[src/hdl/qtu_pkg.sv]
// ----------------------------------------------------------------------------
// qtu_pkg: shared types and constants for the quoted token unescaper
// Character codes, UTF-8 lead and trail marks and the job record that
// passes from the front end to the back end through the queue.
// ----------------------------------------------------------------------------
package qtu_pkg;

  localparam int QTU_FIFO_DEPTH = 4;   // default depth of the job queue

  localparam logic [7:0] CH_NUL    = 8'h00;
  localparam logic [7:0] CH_SPACE  = 8'h20;
  localparam logic [7:0] CH_TAB    = 8'h09;
  localparam logic [7:0] CH_CR     = 8'h0D;
  localparam logic [7:0] CH_QUOTE  = 8'h22;
  localparam logic [7:0] CH_BSLASH = 8'h5C;
  localparam logic [7:0] CH_LOW_U  = 8'h75;

  localparam logic [15:0] UTF8_MAX1 = 16'h007F;
  localparam logic [15:0] UTF8_MAX2 = 16'h07FF;
  localparam logic [7:0]  UTF8_LEAD2 = 8'hC0;
  localparam logic [7:0]  UTF8_LEAD3 = 8'hE0;
  localparam logic [7:0]  UTF8_TRAIL = 8'h80;
  localparam logic [5:0]  UTF8_MASK  = 6'h3F;

  // Result bytes caused by one input byte (one to three), sent in order d0..d2.
  typedef struct packed {
    logic [7:0] d0;
    logic [7:0] d1;
    logic [7:0] d2;
    logic [1:0] cnt;      // number of results, 1 to 3
    logic       is_str;   // field type at the time of the byte
    logic       fend;     // last result is the end-of-field marker
  } qtu_job_t;

endpackage

[src/hdl/qtu_if.sv]
// ----------------------------------------------------------------------------
// qtu_in_if / qtu_out_if: valid/ready channels of the unescaper
// A transfer takes place at a rising edge with valid and ready both high.
// ----------------------------------------------------------------------------
interface qtu_in_if;
  logic       valid;
  logic       ready;
  logic [7:0] in_byte;

  modport source (output valid, output in_byte, input ready);
  modport sink   (input valid, input in_byte, output ready);
endinterface

interface qtu_out_if;
  logic       valid;
  logic       ready;
  logic [7:0] out_byte;
  logic       is_string;
  logic       field_end;
  logic       last_of_run;

  modport source (output valid, output out_byte, output is_string,
                  output field_end, output last_of_run, input ready);
  modport sink   (input valid, input out_byte, input is_string,
                  input field_end, input last_of_run, output ready);
endinterface

[src/hdl/qtu_front.sv]
// ----------------------------------------------------------------------------
// qtu_front: byte classifier and escape state
// Takes one byte per transfer, updates the quote/escape/hex state and
// pushes a job with the one to three result bytes that the byte causes.
// ----------------------------------------------------------------------------
module qtu_front
  import qtu_pkg::*;
(
  input  logic       clk,
  input  logic       rst_n,
  qtu_in_if.sink     in_ch,
  input  logic       q_full,
  output logic       q_push,
  output qtu_job_t   q_job
);

  logic        at_start_r,  at_start_nxt;
  logic        str_type_r,  str_type_nxt;
  logic        in_quotes_r, in_quotes_nxt;
  logic        esc_r,       esc_nxt;
  logic [2:0]  hex_cnt_r,   hex_cnt_nxt;
  logic [15:0] hex_val_r,   hex_val_nxt;
  logic        hex_stop_r,  hex_stop_nxt;

  logic        accept;
  logic [7:0]  c;
  logic        is_ws;
  logic        hex_ok;
  logic [3:0]  hex_dig;
  logic [15:0] hv;
  // plain-byte outcome
  logic        p_end, p_quote, p_bs;
  logic        end_fld;

  assign in_ch.ready = !q_full;
  assign accept      = in_ch.valid && !q_full;
  assign c           = in_ch.in_byte;

  always_comb begin
    is_ws = (c == CH_SPACE) || (c inside {[CH_TAB:CH_CR]});
    hex_ok  = 1'b1;
    hex_dig = 4'd0;
    if (c inside {[8'h30:8'h39]}) begin
      hex_dig = 4'(c - 8'h30);
    end else if (c inside {[8'h61:8'h66]}) begin
      hex_dig = 4'(c - 8'h57);
    end else if (c inside {[8'h41:8'h46]}) begin
      hex_dig = 4'(c - 8'h37);
    end else begin
      hex_ok = 1'b0;
    end
    p_end   = (c == CH_NUL) || (is_ws && !in_quotes_r);
    p_quote = (c == CH_QUOTE);
    p_bs    = (c == CH_BSLASH);
  end

  always_comb begin
    at_start_nxt  = at_start_r;
    str_type_nxt  = str_type_r;
    in_quotes_nxt = in_quotes_r;
    esc_nxt       = esc_r;
    hex_cnt_nxt   = hex_cnt_r;
    hex_val_nxt   = hex_val_r;
    hex_stop_nxt  = hex_stop_r;
    q_job         = '0;
    end_fld       = 1'b0;
    hv            = hex_val_r;

    if (at_start_r) begin
      str_type_nxt = (c == CH_QUOTE);
      at_start_nxt = 1'b0;
    end
    q_job.is_str = str_type_nxt;

    if (hex_cnt_r != 3'd0) begin
      if (c == CH_NUL) begin
        end_fld     = 1'b1;
        q_job.cnt   = 2'd1;
        q_job.d0    = CH_NUL;
      end else begin
        if (!hex_stop_r && hex_ok) begin
          hv = {hex_val_r[11:0], hex_dig};
        end else begin
          hex_stop_nxt = 1'b1;
        end
        hex_val_nxt = hv;
        hex_cnt_nxt = hex_cnt_r - 3'd1;
        if (hex_cnt_r == 3'd1) begin
          hex_val_nxt  = '0;
          hex_stop_nxt = 1'b0;
          if (hv <= UTF8_MAX1) begin
            q_job.cnt = 2'd1;
            q_job.d0  = hv[7:0];
          end else if (hv <= UTF8_MAX2) begin
            q_job.cnt = 2'd2;
            q_job.d0  = UTF8_LEAD2 | {3'b000, hv[10:6]};
            q_job.d1  = UTF8_TRAIL | {2'b00, hv[5:0] & UTF8_MASK};
          end else begin
            q_job.cnt = 2'd3;
            q_job.d0  = UTF8_LEAD3 | {4'b0000, hv[15:12]};
            q_job.d1  = UTF8_TRAIL | {2'b00, hv[11:6] & UTF8_MASK};
            q_job.d2  = UTF8_TRAIL | {2'b00, hv[5:0] & UTF8_MASK};
          end
        end
      end
    end else if (esc_r) begin
      esc_nxt = 1'b0;
      if (c == CH_BSLASH || c == CH_QUOTE) begin
        q_job.cnt = 2'd1;
        q_job.d0  = c;
      end else if (c == CH_LOW_U) begin
        hex_cnt_nxt  = 3'd4;
        hex_val_nxt  = '0;
        hex_stop_nxt = 1'b0;
      end else begin
        // lone backslash goes out, then the byte is handled as plain
        q_job.d0 = CH_BSLASH;
        if (p_end) begin
          end_fld   = 1'b1;
          q_job.cnt = 2'd2;
          q_job.d1  = CH_NUL;
        end else if (p_quote) begin
          in_quotes_nxt = !in_quotes_r;
          q_job.cnt     = 2'd1;
        end else if (p_bs) begin
          esc_nxt   = 1'b1;
          q_job.cnt = 2'd1;
        end else begin
          q_job.cnt = 2'd2;
          q_job.d1  = c;
        end
      end
    end else begin
      if (p_end) begin
        end_fld   = 1'b1;
        q_job.cnt = 2'd1;
        q_job.d0  = CH_NUL;
      end else if (p_quote) begin
        in_quotes_nxt = !in_quotes_r;
      end else if (p_bs) begin
        esc_nxt = 1'b1;
      end else begin
        q_job.cnt = 2'd1;
        q_job.d0  = c;
      end
    end

    q_job.fend = end_fld;
    if (end_fld) begin
      at_start_nxt  = 1'b1;
      str_type_nxt  = 1'b0;
      in_quotes_nxt = 1'b0;
      esc_nxt       = 1'b0;
      hex_cnt_nxt   = '0;
      hex_val_nxt   = '0;
      hex_stop_nxt  = 1'b0;
    end
  end

  assign q_push = accept && (q_job.cnt != 2'd0);

  always_ff @(posedge clk) begin
    if (!rst_n) begin
      at_start_r  <= 1'b1;
      str_type_r  <= 1'b0;
      in_quotes_r <= 1'b0;
      esc_r       <= 1'b0;
      hex_cnt_r   <= '0;
      hex_val_r   <= '0;
      hex_stop_r  <= 1'b0;
    end else if (accept) begin
      at_start_r  <= at_start_nxt;
      str_type_r  <= str_type_nxt;
      in_quotes_r <= in_quotes_nxt;
      esc_r       <= esc_nxt;
      hex_cnt_r   <= hex_cnt_nxt;
      hex_val_r   <= hex_val_nxt;
      hex_stop_r  <= hex_stop_nxt;
    end
  end

endmodule

[src/hdl/qtu_fifo.sv]
// ----------------------------------------------------------------------------
// qtu_fifo: job queue between front and back end
// Small circular buffer, one push and one pop per cycle; a push is ignored while full and a pop while empty.
// ----------------------------------------------------------------------------
module qtu_fifo
  import qtu_pkg::*;
#(
  parameter int DEPTH = QTU_FIFO_DEPTH
) (
  input  logic     clk,
  input  logic     rst_n,
  input  logic     push,
  input  qtu_job_t push_job,
  output logic     full,
  input  logic     pop,
  output qtu_job_t pop_job,
  output logic     empty
);

  localparam int PW = (DEPTH > 1) ? $clog2(DEPTH) : 1;
  localparam int CW = $clog2(DEPTH + 1);
  localparam logic [PW-1:0] LAST = PW'(DEPTH - 1);
  localparam logic [CW-1:0] FULL_CNT = CW'(DEPTH);

  qtu_job_t      mem [DEPTH];
  logic [PW-1:0] wr_ptr_r, wr_ptr_nxt;
  logic [PW-1:0] rd_ptr_r, rd_ptr_nxt;
  logic [CW-1:0] cnt_r,    cnt_nxt;
  logic          do_push, do_pop;

  assign full    = (cnt_r == FULL_CNT);
  assign empty   = (cnt_r == '0);
  assign do_push = push && !full;
  assign do_pop  = pop && !empty;
  assign pop_job = mem[rd_ptr_r];

  always_comb begin
    wr_ptr_nxt = wr_ptr_r;
    rd_ptr_nxt = rd_ptr_r;
    cnt_nxt    = cnt_r;
    if (do_push) begin
      wr_ptr_nxt = (wr_ptr_r == LAST) ? '0 : wr_ptr_r + PW'(1);
    end
    if (do_pop) begin
      rd_ptr_nxt = (rd_ptr_r == LAST) ? '0 : rd_ptr_r + PW'(1);
    end
    if (do_push && !do_pop) begin
      cnt_nxt = cnt_r + CW'(1);
    end else if (do_pop && !do_push) begin
      cnt_nxt = cnt_r - CW'(1);
    end
  end

  always_ff @(posedge clk) begin
    if (do_push) begin
      mem[wr_ptr_r] <= push_job;
    end
  end

  always_ff @(posedge clk) begin
    if (!rst_n) begin
      wr_ptr_r <= '0;
      rd_ptr_r <= '0;
      cnt_r    <= '0;
    end else begin
      wr_ptr_r <= wr_ptr_nxt;
      rd_ptr_r <= rd_ptr_nxt;
      cnt_r    <= cnt_nxt;
    end
  end

endmodule

[src/hdl/qtu_back.sv]
// ----------------------------------------------------------------------------
// qtu_back: result serialiser
// Walks the head job's bytes into a registered output stage, one result per
// cycle while the output is not stalled; pops the job with its last result.
// ----------------------------------------------------------------------------
module qtu_back
  import qtu_pkg::*;
(
  input  logic       clk,
  input  logic       rst_n,
  input  qtu_job_t   q_job,
  input  logic       q_empty,
  output logic       q_pop,
  qtu_out_if.source  out_ch
);

  logic [1:0] idx_r,       idx_nxt;
  logic       out_valid_r, out_valid_nxt;
  logic [7:0] out_byte_r,  out_byte_nxt;
  logic       is_str_r,    is_str_nxt;
  logic       fend_r,      fend_nxt;
  logic       last_r,      last_nxt;
  logic       load;
  logic       is_last;

  assign load    = !q_empty && (!out_valid_r || out_ch.ready);
  assign is_last = (idx_r == q_job.cnt - 2'd1);
  assign q_pop   = load && is_last;

  always_comb begin
    idx_nxt       = idx_r;
    out_valid_nxt = out_valid_r && !out_ch.ready;
    out_byte_nxt  = out_byte_r;
    is_str_nxt    = is_str_r;
    fend_nxt      = fend_r;
    last_nxt      = last_r;
    if (load) begin
      out_valid_nxt = 1'b1;
      is_str_nxt    = q_job.is_str;
      last_nxt      = is_last;
      fend_nxt      = q_job.fend && is_last;
      idx_nxt       = is_last ? 2'd0 : idx_r + 2'd1;
      case (idx_r)
        2'd0:    out_byte_nxt = q_job.d0;
        2'd1:    out_byte_nxt = q_job.d1;
        default: out_byte_nxt = q_job.d2;
      endcase
    end
  end

  always_ff @(posedge clk) begin
    if (!rst_n) begin
      idx_r       <= '0;
      out_valid_r <= 1'b0;
    end else begin
      idx_r       <= idx_nxt;
      out_valid_r <= out_valid_nxt;
    end
  end

  always_ff @(posedge clk) begin
    out_byte_r <= out_byte_nxt;
    is_str_r   <= is_str_nxt;
    fend_r     <= fend_nxt;
    last_r     <= last_nxt;
  end

  assign out_ch.valid       = out_valid_r;
  assign out_ch.out_byte    = out_byte_r;
  assign out_ch.is_string   = is_str_r;
  assign out_ch.field_end   = fend_r;
  assign out_ch.last_of_run = last_r;

endmodule

[src/hdl/quoted_token_unescape_utf8.sv]
// ----------------------------------------------------------------------------
// quoted_token_unescape_utf8: quoted token unescaper with UTF-8 output
// Top level: front end, job queue and back end.
// ----------------------------------------------------------------------------
// Takes a text field one byte per transfer and returns the decoded bytes.
// The first byte of a field sets its type (double quote: string, else
// integer). Unescaped quotes toggle the inside-quotes flag and give no
// result; \\ and \" give the second character; \uXXXX gives the value of
// its leading hex digits as one to three UTF-8 bytes; a backslash before
// anything else is passed on and the byte is then handled normally. A zero
// byte, or whitespace outside quotes, closes the field with a marker result
// (out_byte 0, field_end 1). last_of_run flags the final result of each
// input byte. Timing: the front end takes one byte every cycle while the
// job queue (FIFO_DEPTH entries) is not full, and a byte's job is written
// into the queue at its own transfer edge; the back end sends one result
// per cycle from a registered output stage while the receiver is ready,
// so bytes with at most one result then sustain one per cycle. The back
// end loads the first result from the queue into the output register,
// where it is offered until the receiver takes it.
// ----------------------------------------------------------------------------
module quoted_token_unescape_utf8
  import qtu_pkg::*;
#(
  parameter int FIFO_DEPTH = QTU_FIFO_DEPTH   // job queue entries, 2 or more
) (
  input  logic       clk,
  input  logic       rst_n,
  qtu_in_if.sink     in_ch,
  qtu_out_if.source  out_ch
);

  qtu_job_t push_job;
  qtu_job_t head_job;
  logic     q_push;
  logic     q_full;
  logic     q_pop;
  logic     q_empty;

  // front end: classifies each byte, holds quote/escape/hex state
  qtu_front u_front (
    .clk    (clk),
    .rst_n  (rst_n),
    .in_ch  (in_ch),
    .q_full (q_full),
    .q_push (q_push),
    .q_job  (push_job)
  );

  // decouples the byte rate from the result rate
  qtu_fifo #(
    .DEPTH (FIFO_DEPTH)
  ) u_fifo (
    .clk      (clk),
    .rst_n    (rst_n),
    .push     (q_push),
    .push_job (push_job),
    .full     (q_full),
    .pop      (q_pop),
    .pop_job  (head_job),
    .empty    (q_empty)
  );

  // back end: one result per cycle into the output register while not stalled
  qtu_back u_back (
    .clk     (clk),
    .rst_n   (rst_n),
    .q_job   (head_job),
    .q_empty (q_empty),
    .q_pop   (q_pop),
    .out_ch  (out_ch)
  );

endmodule

[src/flat_wrapper.sv]
// flat-port wrapper written by rule: the top's interface ports become plain ports
module quoted_token_unescape_utf8_flat import qtu_pkg::*;
#(
  parameter int FIFO_DEPTH = QTU_FIFO_DEPTH                                  
)
  (clk, rst_n, in_ch_valid, in_ch_in_byte, in_ch_ready, out_ch_valid, out_ch_out_byte, out_ch_is_string, out_ch_field_end, out_ch_last_of_run, out_ch_ready);
  qtu_in_if in_ch_i ();
  qtu_out_if out_ch_i ();
  input  logic clk;
  input  logic rst_n;
  input wire logic [$bits(in_ch_i.valid)-1:0] in_ch_valid;
  input wire logic [$bits(in_ch_i.in_byte)-1:0] in_ch_in_byte;
  output wire logic [$bits(in_ch_i.ready)-1:0] in_ch_ready;
  output wire logic [$bits(out_ch_i.valid)-1:0] out_ch_valid;
  output wire logic [$bits(out_ch_i.out_byte)-1:0] out_ch_out_byte;
  output wire logic [$bits(out_ch_i.is_string)-1:0] out_ch_is_string;
  output wire logic [$bits(out_ch_i.field_end)-1:0] out_ch_field_end;
  output wire logic [$bits(out_ch_i.last_of_run)-1:0] out_ch_last_of_run;
  input wire logic [$bits(out_ch_i.ready)-1:0] out_ch_ready;
  assign in_ch_i.valid = in_ch_valid;
  assign in_ch_i.in_byte = in_ch_in_byte;
  assign in_ch_ready = in_ch_i.ready;
  assign out_ch_valid = out_ch_i.valid;
  assign out_ch_out_byte = out_ch_i.out_byte;
  assign out_ch_is_string = out_ch_i.is_string;
  assign out_ch_field_end = out_ch_i.field_end;
  assign out_ch_last_of_run = out_ch_i.last_of_run;
  assign out_ch_i.ready = out_ch_ready;
  quoted_token_unescape_utf8 #(.FIFO_DEPTH(FIFO_DEPTH)) u_core (.clk(clk), .rst_n(rst_n), .in_ch(in_ch_i), .out_ch(out_ch_i));
endmodule
[config.mk]
export PLATFORM = sky130hd
export DESIGN_NAME = quoted_token_unescape_utf8_flat
export DESIGN_NICKNAME = d
export VERILOG_FILES = /design/src/hdl/qtu_pkg.sv /design/src/hdl/qtu_if.sv /design/src/hdl/qtu_front.sv /design/src/hdl/qtu_fifo.sv /design/src/hdl/qtu_back.sv /design/src/hdl/quoted_token_unescape_utf8.sv /design/src/flat_wrapper.sv
export SDC_FILE = /design/constraint.sdc
export NUM_CORES = 1
export LEC_CHECK = 0
export BUFFER_PORTS_ARGS = -buffer_cell sky130_fd_sc_hd__clkbuf_2
export CORE_MARGIN = 2
export CORE_UTILIZATION = 43
export DETAILED_ROUTE_END_ITERATION = 10
export GPL_TIMING_DRIVEN = 0
export PLACE_DENSITY = 0.6
export RECOVER_POWER = 100
export SKIP_CTS_REPAIR_TIMING = 1
export SLEW_MARGIN = 20
export SYNTH_ARGS = -nofsm -noshare
export SYNTH_HDL_FRONTEND = slang
export SYNTH_HIERARCHICAL = 1
export SYNTH_SLANG_ARGS = --single-unit
[constraint.sdc]
create_clock -name clk -period 8.1 [get_ports clk]
set_input_delay 0.405 -clock clk [delete_from_list [all_inputs] [get_ports clk]]
set_output_delay 0.405 -clock clk [all_outputs]
set_load 0.01 [all_outputs]
==> flow_metrics.tcl <==
set metrics [dict create \
    routed_wl_mm 16.7 \
    worst-r2r-cell-count 10 \
    finalSetupTns_ns 0 \
    worst-r2r-setup-slack_ns 2.77 \
    async_reset_ff_share_pct 0 \
    max_slew_margin_pct -102 \
    slowest_delay_ns 2.33 \
    initial_utilization_pct 44.3 \
    r2r_start "u_core/u_front/hex_stop_r$_SDFFE_PN0P_" \
    synth_xor_area_share_pct 0.474 \
    drtPass1Iterations 5 \
    synth_simple_gate_area_share_pct 11.8 \
    power_mw 2.41 \
    synth.top_cells.by_area "edfxtp_1, dfxtp_1, mux4_2" \
    cts_tree "yes" \
    path_clk_slew_ns 0.06 \
    dp_hpwl_mm 11.8 \
    grt_overflow 0 \
    worst_slew_pin_slew_ns 2.96 \
    viasPerCell 5.84 \
    grt_pass1_wl_mm 26.8 \
    synth_flop_cell "edfxtp_1" \
    setup_viol 0 \
    synth_top_area_share_pct 50.0 \
    status "finished, violations left" \
    io_buffers 24 \
    coreArea_um2 16700 \
    die_area_um2 18300 \
    dr_wl_met3_um 802 \
    yosys.area.top_type "edfxtp_1" \
    grt_start_max_net_pins 22 \
    cp_cell_sequence "clkbuf_1, ha_1, nor3b_1, a2111oi_0, or2_1, buf_4, mux2i_1, o21ai_2, a31oi_1, nor2b_1, buf_2, and2_0, buf_16" \
    clk-insertion-delay-late_ns 0.42 \
    r2r-end "u_core/u_fifo/mem[3][14]$_DFFE_PP_" \
    ys_ff_latch 159 \
    final_cell_area_um2 8360 \
    critPathKind "in2reg" \
    synth_compound_area_share_pct 11.0 \
    synth_top_family_by_area "simple AND/OR/NAND/NOR gates" \
    cts_max_path_buffers 2 \
    m1WireLength_mm 7.57 \
    n_antenna_cell 0 \
    syn-cell-area_um2 7390 \
    syn_nets 561 \
    top_layer "met4" \
    drtAntennaViolNets 0 \
    cts_made_buffers 17 \
    crit_fanout 19 \
    setup_slack_ns 2.35 \
    hold_depth 3 \
    drc_errors 0 \
    maxSlewViolCount 11 \
    numClockSinks 159 \
    drt-initial-drc-count 489 \
    critPathLaunchType "input port" \
    die_x_um 135 \
    cts-root-buf "clkbuf_16" \
    first_global_vias 4822 \
    yosysWarningCount 6 \
    synthCells 534 \
    rows 47 \
    min_period_over_period_pct 71.0 \
    violations "capacitance limit, slew limit" \
    gp_congestion 0.877 \
    wl_per_cell_um 20.5 \
    dp_slack_ns 3.73 \
    min_from "out_ch_ready" \
    required_ns 8.22 \
    drive_gt1_share_pct 13.6 \
    arrival_ns 5.87 \
    cap_violations 1 \
    dpl_cell_area_um2 7880 \
    yosysSeqAreaShare_pct 59.7 \
    die_y_um 135 \
    p_per_area_nw_per_um2 289 \
    power_leakage_nw 2.90 \
    avgSynthCellArea_um2 13.8 \
    fill_cells 1488 \
    hold_viol 0 \
    ys_types 80 \
    hold_end "u_core/u_back/out_ch.valid$_SDFF_PN0_" \
    synthAdderAreaFrac_pct 2.64 \
    hold_class "in2reg" \
    wl_met2_mm 8.03 \
    syn_to_final_growth_pct 13.0 \
    rsz0062_at_grt "false" \
    grt_usage_pct 19.6 \
    fin_skew_ns 0.0133 \
    cts.htree.levels 4 \
    num-nets-final 608 \
    fin_crit_ns 5.75 \
    hold_slack_ns 0.348 \
    vias 4752 \
    synth_edf_count 123 \
    muxShareOfSynthArea_pct 11.0 \
    ir_drop_uv 161 \
    antenna_found_initial 0 \
    ioPinCount 25 \
    end_kind "flip-flop" \
    fmax_mhz 174 \
    slowest_stage "a2111oi_0" \
]
metal layers:
metal / GRT usage [%] / vias up
met5: 0 / -
met3: 4.35 / 22
met4: 6.13 / 0
li1: - / 2193
met1: 27.2 / 2391
met2: 31.1 / 146
layout make-up:
type                            count  area [µm²]  area share, %
Tap cell                          220         275           3.29
Sequential cell                   159        4410           52.8
Buffer                             26         156           1.87
Clock inverter                      9        76.3          0.913
Inverter                           18        67.6          0.809
Multi-Input combinational cell    331        2690           32.2
Clock buffer                       23         488           5.84
Timing Repair Buffer               28         191           2.29
sequential cells by signal (all words and copies together), names as in the netlist, named ones only:
| register | count |
|---|---|
| u_core/u_back/out_ch.field_end | 1 |
| u_core/u_front/str_type_r | 1 |
| u_core/u_front/hex_stop_r | 1 |
| u_core/u_fifo/mem | 112 |
| u_core/u_front/hex_cnt_r | 3 |
| u_core/u_front/hex_val_r | 16 |
| u_core/u_front/esc_r | 1 |
| u_core/u_fifo/rd_ptr_r | 2 |
| u_core/u_back/out_ch.is_string | 1 |
| u_core/u_back/out_ch.last_of_run | 1 |
| u_core/u_fifo/cnt_r | 3 |
| u_core/u_front/in_quotes_r | 1 |
| u_core/u_fifo/wr_ptr_r | 2 |
| u_core/u_back/out_ch.out_byte | 8 |
| u_core/u_back/out_ch.valid | 1 |
| u_core/u_back/idx_r | 2 |
| u_core/u_front/at_start_r | 1 |
stage by stage:
| stage | util [%] | cells |
|---|---|---|
| after floorplan | - | 534 |
| after global placement | 46.6 | 778 |
| after detailed placement | 47.2 | 782 |
| after CTS | 50.6 | 814 |
| after global routing | 50.0 | 814 |
| final | 50.0 | 814 |
cell usage after synthesis, types with 3 or more instances:
library cell / number
a21o_1: 4
a21oi_1: 17
a22o_1: 9
a22oi_1: 9
a31oi_1: 3
and2_1: 13
and3_1: 3
buf_2: 7
buf_4: 4
buf_6: 3
clkbuf_1: 9
dfxtp_1: 36
edfxtp_1: 123
ha_1: 14
inv_1: 18
mux2i_1: 15
mux4_1: 8
mux4_2: 20
nand2_1: 52
nand2b_1: 3
nand3_1: 18
nor2_1: 20
nor2b_1: 4
nor3_1: 11
nor3b_1: 4
nor4_1: 3
o211ai_1: 6
o21ai_0: 6
o21ai_1: 4
o221ai_1: 6
o22ai_1: 3
o31ai_1: 11
or3_1: 6
or4_1: 3
xnor2_1: 3
kinds of logic (layout without fill, tap and decap cells):
| logic type | count (synthesis) | in the layout |
|---|---|---|
| compound gates | 107 | 107 |
| xor+xnor | 4 | 4 |
| fa+ha+maj | 15 | 15 |
| buf+inv | 44 | 104 |
| flops | 159 | 159 |
| mux | 43 | 43 |
| other cells | 1 | 1 |
| simple gates | 161 | 161 |
layout by cell type (no fill, tap or decap), drive strengths merged, types with 5 or more instances in the layout:
master and instances:
a21oi 18, a22o 9, a22oi 9, and2 13, buf 13, clkbuf 64, clkinv 5, dfxtp 36
edfxtp 123, ha 14, inv 21, mux2i 15, mux4 28, nand2 53, nand3 18, nor2 21
nor3 12, nor3b 5, o211ai 6, o21ai 11, o221ai 7, o31ai 11, or3 6
critical path, delay by kind of cell:
kind                       cells  cell delay (ns)
muxes                          1             0.24
buffers and inverters          4             0.96
adders and majority gates      1             0.31
AOI/OAI and AO/OA              3             2.63
and+or+nand+nor                4             1.28
how the worst max path moves through the flow:
stage / startpoint / endpoint / slack, ns
after global routing: in_ch_in_byte[0] / u_core/u_fifo/mem[3][20]$_DFFE_PP_ / 1.96
final: in_ch_in_byte[0] / u_core/u_fifo/mem[3][14]$_DFFE_PP_ / 2.35
after floorplan: in_ch_in_byte[0] / u_core/u_fifo/cnt_r[2]$_SDFFE_PN0P_ / 4.47
after global placement: in_ch_in_byte[0] / u_core/u_fifo/mem[3][10]$_DFFE_PP_ / 3.38
after CTS: in_ch_in_byte[0] / u_core/u_fifo/cnt_r[2]$_SDFFE_PN0P_ / 4.15
after detailed placement: in_ch_in_byte[0] / u_core/u_fifo/cnt_r[2]$_SDFFE_PN0P_ / 3.73
power breakdown:
part | internal, mW | total [mW] | switching [mW]
Combinational | 0.248 | 0.586 | 0.338
Clock | 0.430 | 0.748 | 0.319
Sequential | 1.04 | 1.08 | 0.0412
No activity file was read; power rests on OpenSTA's default activity.
